$ cat config.mk
export PLATFORM = sky130hd
export DESIGN_NAME = mf3_lane
export DESIGN_NICKNAME = d
export VERILOG_FILES = /design/src/hdl/min_filter_3x3_core_assert.svh /design/src/hdl/mf3_pkg.sv /design/src/hdl/mf3_lane.sv
export SDC_FILE = /design/constraint.sdc
export NUM_CORES = 1
export LEC_CHECK = 0
export BUFFER_PORTS_ARGS = -buffer_cell sky130_fd_sc_hd__clkbuf_2
export CAP_MARGIN = 15
export CORE_ASPECT_RATIO = 2
export CORE_UTILIZATION = 40
export DETAILED_ROUTE_END_ITERATION = 10
export PLACE_DENSITY = 0.57
export SLEW_MARGIN = 20
export SYNTH_ARGS = -nofsm -noshare
export SYNTH_HDL_FRONTEND = slang
export SYNTH_SLANG_ARGS = --single-unit
$ cat constraint.sdc
create_clock -name clock -period 20 [get_ports clock]
set_clock_uncertainty 0.2 [all_clocks]
set_input_delay 6 -clock clock [delete_from_list [all_inputs] [get_ports clock]]
set_output_delay 6 -clock clock [all_outputs]
set_load 0.005 [all_outputs]
$ cat src/hdl/min_filter_3x3_core_assert.svh
// ----------------------------------------------------------------------------
// min_filter_3x3_core_assert.svh
// assertion macros shared by the min filter rtl
// ----------------------------------------------------------------------------
`ifndef MIN_FILTER_3X3_CORE_ASSERT_SVH
`define MIN_FILTER_3X3_CORE_ASSERT_SVH

// same-cycle implication
`define MF3_ASSERT_IMP(lbl, clk, rst, ante, cons, msg) \
   lbl: assert property (@(posedge clk) disable iff (rst) (ante) |-> (cons)) \
      else $error(msg);

// next-cycle implication
`define MF3_ASSERT_NXT(lbl, clk, rst, ante, cons, msg) \
   lbl: assert property (@(posedge clk) disable iff (rst) (ante) |=> (cons)) \
      else $error(msg);

`endif

$ cat src/hdl/mf3_pkg.sv
// ----------------------------------------------------------------------------
// mf3_pkg
// shared types, constants and helpers of the 3x3 minimum filter
// ----------------------------------------------------------------------------
`default_nettype none

package mf3_pkg;

   localparam int PIX_W        = 8;
   localparam int ROW_W        = 11;
   localparam int CFG_W        = 12;
   localparam int CSR_IDX_W    = 2;
   localparam int MIN_DIM      = 3;
   localparam int MAX_HEIGHT   = 2048;
   localparam int MAX_WIDTH_DEF = 2048;
   localparam int CHANNELS_DEF = 3;
   localparam int NUM_LANES    = 3;

   typedef enum logic [CSR_IDX_W-1:0] {
      CSR_IMAGE_WIDTH  = 2'd0,
      CSR_IMAGE_HEIGHT = 2'd1,
      CSR_COLOUR_MODE  = 2'd2
   } csr_index_type;

   // control from the top to each lane
   typedef struct packed {
      logic shift;
      logic load;
   } lane_ctrl_type;

   typedef struct packed {
      logic [PIX_W-1:0] min_a;
      logic [PIX_W-1:0] min_b;
      logic [PIX_W-1:0] min_c;
      logic             last_result;
   } rsp_payload_type;

   function automatic logic [PIX_W-1:0] min3(input logic [PIX_W-1:0] a,
                                             input logic [PIX_W-1:0] b,
                                             input logic [PIX_W-1:0] c);
      logic [PIX_W-1:0] ab;
      ab = (a < b) ? a : b;
      return (ab < c) ? ab : c;
   endfunction

endpackage

`default_nettype wire

$ cat src/hdl/mf3_lane.sv
// ----------------------------------------------------------------------------
// mf3_lane
// one channel: 3x3 window of samples and its registered minimum
// ----------------------------------------------------------------------------
`default_nettype none

module mf3_lane import mf3_pkg::*; (
   input  wire logic                      clock,
   input  wire logic                      reset,
   input  wire lane_ctrl_type             ctrl,
   input  wire logic [2:0][PIX_W-1:0]     col_data,   // [0] top, [2] bottom
   output      logic [PIX_W-1:0]          lane_min
);

   logic [2:0][2:0][PIX_W-1:0] win_ff;   // [row][col], col 2 newest
   logic [PIX_W-1:0]           min_ff;
   logic [PIX_W-1:0]           min_in;

   always_ff @(posedge clock) begin
      if (reset) begin
         win_ff <= '0;
      end else if (ctrl.shift) begin
         for (int r = 0; r < 3; r++) begin
            win_ff[r][0] <= win_ff[r][1];
            win_ff[r][1] <= win_ff[r][2];
            win_ff[r][2] <= col_data[r];
         end
      end
   end

   // row minimums, then the minimum of the rows
   assign min_in = min3(min3(win_ff[0][0], win_ff[0][1], win_ff[0][2]),
                        min3(win_ff[1][0], win_ff[1][1], win_ff[1][2]),
                        min3(win_ff[2][0], win_ff[2][1], win_ff[2][2]));

   always_ff @(posedge clock) begin
      if (ctrl.load) begin
         min_ff <= min_in;
      end
   end

   assign lane_min = min_ff;

endmodule

`default_nettype wire

; After elaboration in Yosys (flattened, before gate mapping)
; Index checks and enable logic that the tools add are counted.
; Widths: inputs -> output; s select.
[classes]
order_cmp = 8
n_mux = 8
[ops]
columns = cell, n
row1 = $lt 8x8->1, 8
row2 = $mux 8, 8
[totals]
ff_bits = 80
inputBits = 28

; Longest topological paths before layout
[logic_depth]
depth_word = 8
mapped_depth = 34
ltp_nobuf = 33

; Worst setup path before layout
; Ideal clock, no wire load.
[synth_path]
path_kind = input to register
startpoint = input ctrl[1] (netlist name)
endpoint = register win_ff[0] (netlist name)
setup_time_ps = 128
arrival_ps = 7009
t_required_ps = 19672
setup_slack_ps = 12663
cell_stages = 4
path_buffers = 2
cell_sequence = clkbuf_1 buf_1 mux2i_1 nor2_1
[synth_rtl]
columns = item, line_no
row1 = start: declaration, mf3_lane.sv:10  ; input wire lane_ctrl_type ctrl,
row2 = end signal: indexed assignment, mf3_lane.sv:24  ; win_ff[r][0] <= win_ff[r][1];
row3 = end signal: indexed assignment, mf3_lane.sv:25  ; win_ff[r][1] <= win_ff[r][2];
row4 = end signal: indexed assignment, mf3_lane.sv:26  ; win_ff[r][2] <= col_data[r];
row5 = end: declaration, mf3_lane.sv:15  ; logic [2:0][2:0][PIX_W-1:0] win_ff;

; Final worst setup path
[layout_path]
startpoint = register win_ff[9] (netlist name)
endpoint = register min_ff[0] (netlist: lane_min[0]), data pin
[layout_between]
elab_chain_cells = 8
[layout_lines]
columns = item, line_no
row1 = $lt 8x8->1, mf3_pkg.sv:42  ; ab = (a < b) ? a : b;
row2 = $mux 8 (*), mf3_pkg.sv:42
row3 = $lt 8x8->1, mf3_pkg.sv:43  ; return (ab < c) ? ab : c;
row4 = $mux 8 (*), mf3_pkg.sv:43
row5 = $lt 8x8->1, mf3_pkg.sv:42
row6 = $mux 8 (*), mf3_pkg.sv:42
row7 = $lt 8x8->1, mf3_pkg.sv:43
row8 = $mux 8 (*), mf3_pkg.sv:43
row9 = net min_in[0], mf3_lane.sv:17  ; logic [PIX_W-1:0] min_in;
row10 = end signal: assignment, mf3_lane.sv:38  ; min_ff <= min_in;
row11 = end: declaration, mf3_lane.sv:16  ; logic [PIX_W-1:0] min_ff;
; The timed path passes the listed nets; every way through them passes the cells marked *.
; A chain may end at the register's enable or synchronous reset.

==> flow_summary.yaml <==
cts:
  cts_root_buf: "clkbuf_16"
  cts_htree_levels: 3
  cts_tree: "built"
  clk_latency_ns: 0.34
  clk_pin_slew_worst_paths_ns: 0.06
  numClockSinks: 80
  cts_max_path_buffers: 2
  postCtsSetupRepairBufs: 0
  cts_inserted_buffers: 9
  hold_buffers: 0
  cts-resized-gates: 0
hold_path:
  min_from: "win_ff[24]"
  hold_path.class: "register to register"
  hold_depth: 2
sta:
  finalSetupViolations: 0
  slew_headroom_pct: 50.6
  post-route-period-util_pct: 37.6
  maxSlewViolCount: 0
  worst_slack_ns: 12.49
  layout_min_cycle_time_ns: 7.51
  rsz0062_at_grt: "no"
  hold_slack_ns: 0.316
  worst_pin_slew_ns: 0.741
  report.final.hold_viol_count: 0
  tns_ns: 0
  fmax_ghz: 0.133
logic_synthesis:
  ys_async_sr_fraction_pct: 0
  syn_area_sq_um: 5000
  avgSynthCellArea_sq_um: 9.37
  ys_ff_latch: 80
  synth_cell_types: 43
  netlist.area_leader.share_pct: 28.9
  synth_area_leader_cell: "dfxtp_1"
  yosysSeqAreaShare_pct: 33.7
  yosys_warnings: 0
  netlist_top_cells_area: "dfxtp_1, mux2i_1, ha_1"
  ys.flop_type: "dfxtp_1"
  synth_edf_count: 8
  synth_nets: 617
  syn-instance-count: 533
place:
  dp_slack_ns: 12.16
  place_congestion: 0.844
  port_buffers: 35
  place_inst: 700
  dpl.hpwl_um: 8320
  place_area_sq_um: 5310
drt:
  wl_um: 10800
  drc: 0
  drtAntennaViolNets: 0
  post_drt_wl_per_cell_um: 15.0
  via_per_inst: 5.07
  vias: 3631
  drt_pass1_iterations: 4
  drtIter0Drc: 124
cells_and_area:
  drive_gt1_share_pct: 15.6
  fin_cells: 716
  final_cell_mix: "mux2i_1, nor2_1, dfxtp_1, inv_1, ha_1"
  area_growth_pct: 12.5
  final_core_util_pct: 46.3
  final_common_cell: "mux2i_1"
  antenna_cells: 0
  final_nets: 648
  fillCellCount: 1221
  final_area_sq_um: 5620
power:
  ir_drop_mv: 0.0582
  powerDensity_nw_per_um2: 90.2
  seq_power_share_pct: 35.7
  internal-power_mw: 0.351
  total_power_mw: 0.507
  p_sw_share_pct: 30.6
  p_clk_share_pct: 34.0
  p_sw_mw: 0.155
  leakage_nw: 2.72
  power_frac_comb_pct: 30.3
floorplan:
  die_w_um: 81.0
  core_sq_um: 12100
  start_util_pct: 41.2
  placementRows: 57
  die_area_sq_um: 13000
  die_h_um: 160
  io_pins: 36
global_route:
  grt_util_met3_pct: 3.89
  gr-total-overflow: 0
  grt_pass1_vias: 3833
  global_route.usage.met2_pct: 34.7
  antenna_found_initial: 0
  grt_max_degree: 73
  gr-usage-all-layers_pct: 18.4
  grtUsageMet1_pct: 17.9
  busiest_layer: "met2"
  grt_pass1_wl_um: 18200
flow_run:
  maxCapViolCount: 0
setup_path:
  ff2ff_path_depth: 31
  critPathKind: "register to register"
  crit_required_ns: 19.89
  startpoint_type: "register"
  max_stage_delay_ns: 0.57
  slowest_stage: "a221oi_4"
  cp-startpoint: "win_ff[9]"
  endpoint_kind: "register"
  reg2reg_from: "win_ff[9]"
  r2r_slack_ns: 12.49
  path_max_fanout: 15
  critPathArrivalTime_ns: 7.40
status:
  status: "completed"
-- flip-flops by register name, summed over array words and instances, names as in the netlist --
signal,count
lane_min,8
win_ff,72
-- worst max-delay path, delay by kind of cell (launching register included) --
kind,cells,cell delay (ns)
flops,1,0.35
simple gates,8,1.48
mux,3,1.07
compound gates,12,2.72
fa+ha+maj,4,1.16
buf+inv,4,0.28
-- path summary, 6_finish.rpt --
kind | to
worst min-delay path | win_ff[24]
worst max register to register | lane_min[0]
worst min register to register | win_ff[24]
worst max-delay path | lane_min[0]
-- cell families (layout without fill, tap and decap cells) --
group | Yosys count | count (layout) | share of synthesized area (%)
AO/OA/AOI/OAI | 66 | 66 | 9.87
adder cells (fa/ha/maj) | 56 | 56 | 14.0
buffers and inverters | 79 | 115 | 5.96
flip-flops | 80 | 80 | 33.7
multiplexers | 125 | 125 | 25.7
AND/OR/NAND/NOR | 127 | 127 | 10.8
-- cell type report --
cell class | count | area (sq um) | area share (%)
Sequential cell | 80 | 1680 | 29.9
Multi-Input combinational cell | 374 | 3020 | 53.7
Timing Repair Buffer | 37 | 193 | 3.43
Clock buffer | 9 | 225 | 4.01
Inverter | 62 | 233 | 4.14
Clock inverter | 7 | 86.3 | 1.54
Tap cell | 147 | 184 | 3.27
-- routing by layer --
layer | up-vias | part of all wire, %
li1 | 1898 | -
met1 | 1678 | 37
met2 | 36 | 57
met3 | 19 | 1.8
met4 | 0 | 3.9
met5 | - | 0
-- synth_stat cells (2+ instances only) --
cell and count:
nor2b_1 6, o21ai_4 2, nand2_1 17, ha_1 56, mux2i_1 102, a21oi_2 2, a21o_1 3, o21ai_0 19
o21a_1 4, edfxtp_1 8, dfxtp_1 72, inv_1 62, nor2_1 85, buf_1 6, nor3_1 2, or2_2 2
nand3_1 3, nand4_1 6, nand2b_1 2, mux2_2 22, nand3b_1 2, a21oi_1 18, a211oi_1 3, clkbuf_1 10
-- power by group through the flow --
| stage | registers [mW] | logic [mW] | clock network (mW) |
|---|---|---|---|
| 3_5_place_dp | 0.184 | 0.154 | 0 |
| 4_1_cts | 0.181 | 0.155 | 0.178 |
| 5_1_grt | 0.182 | 0.169 | 0.185 |
| 3_3_place_gp | 0.184 | 0.150 | 0 |
| 2_1_floorplan | 0.182 | 0.120 | 0 |
| 6_report | 0.181 | 0.153 | 0.172 |
(Power assumes the default switching activity.)
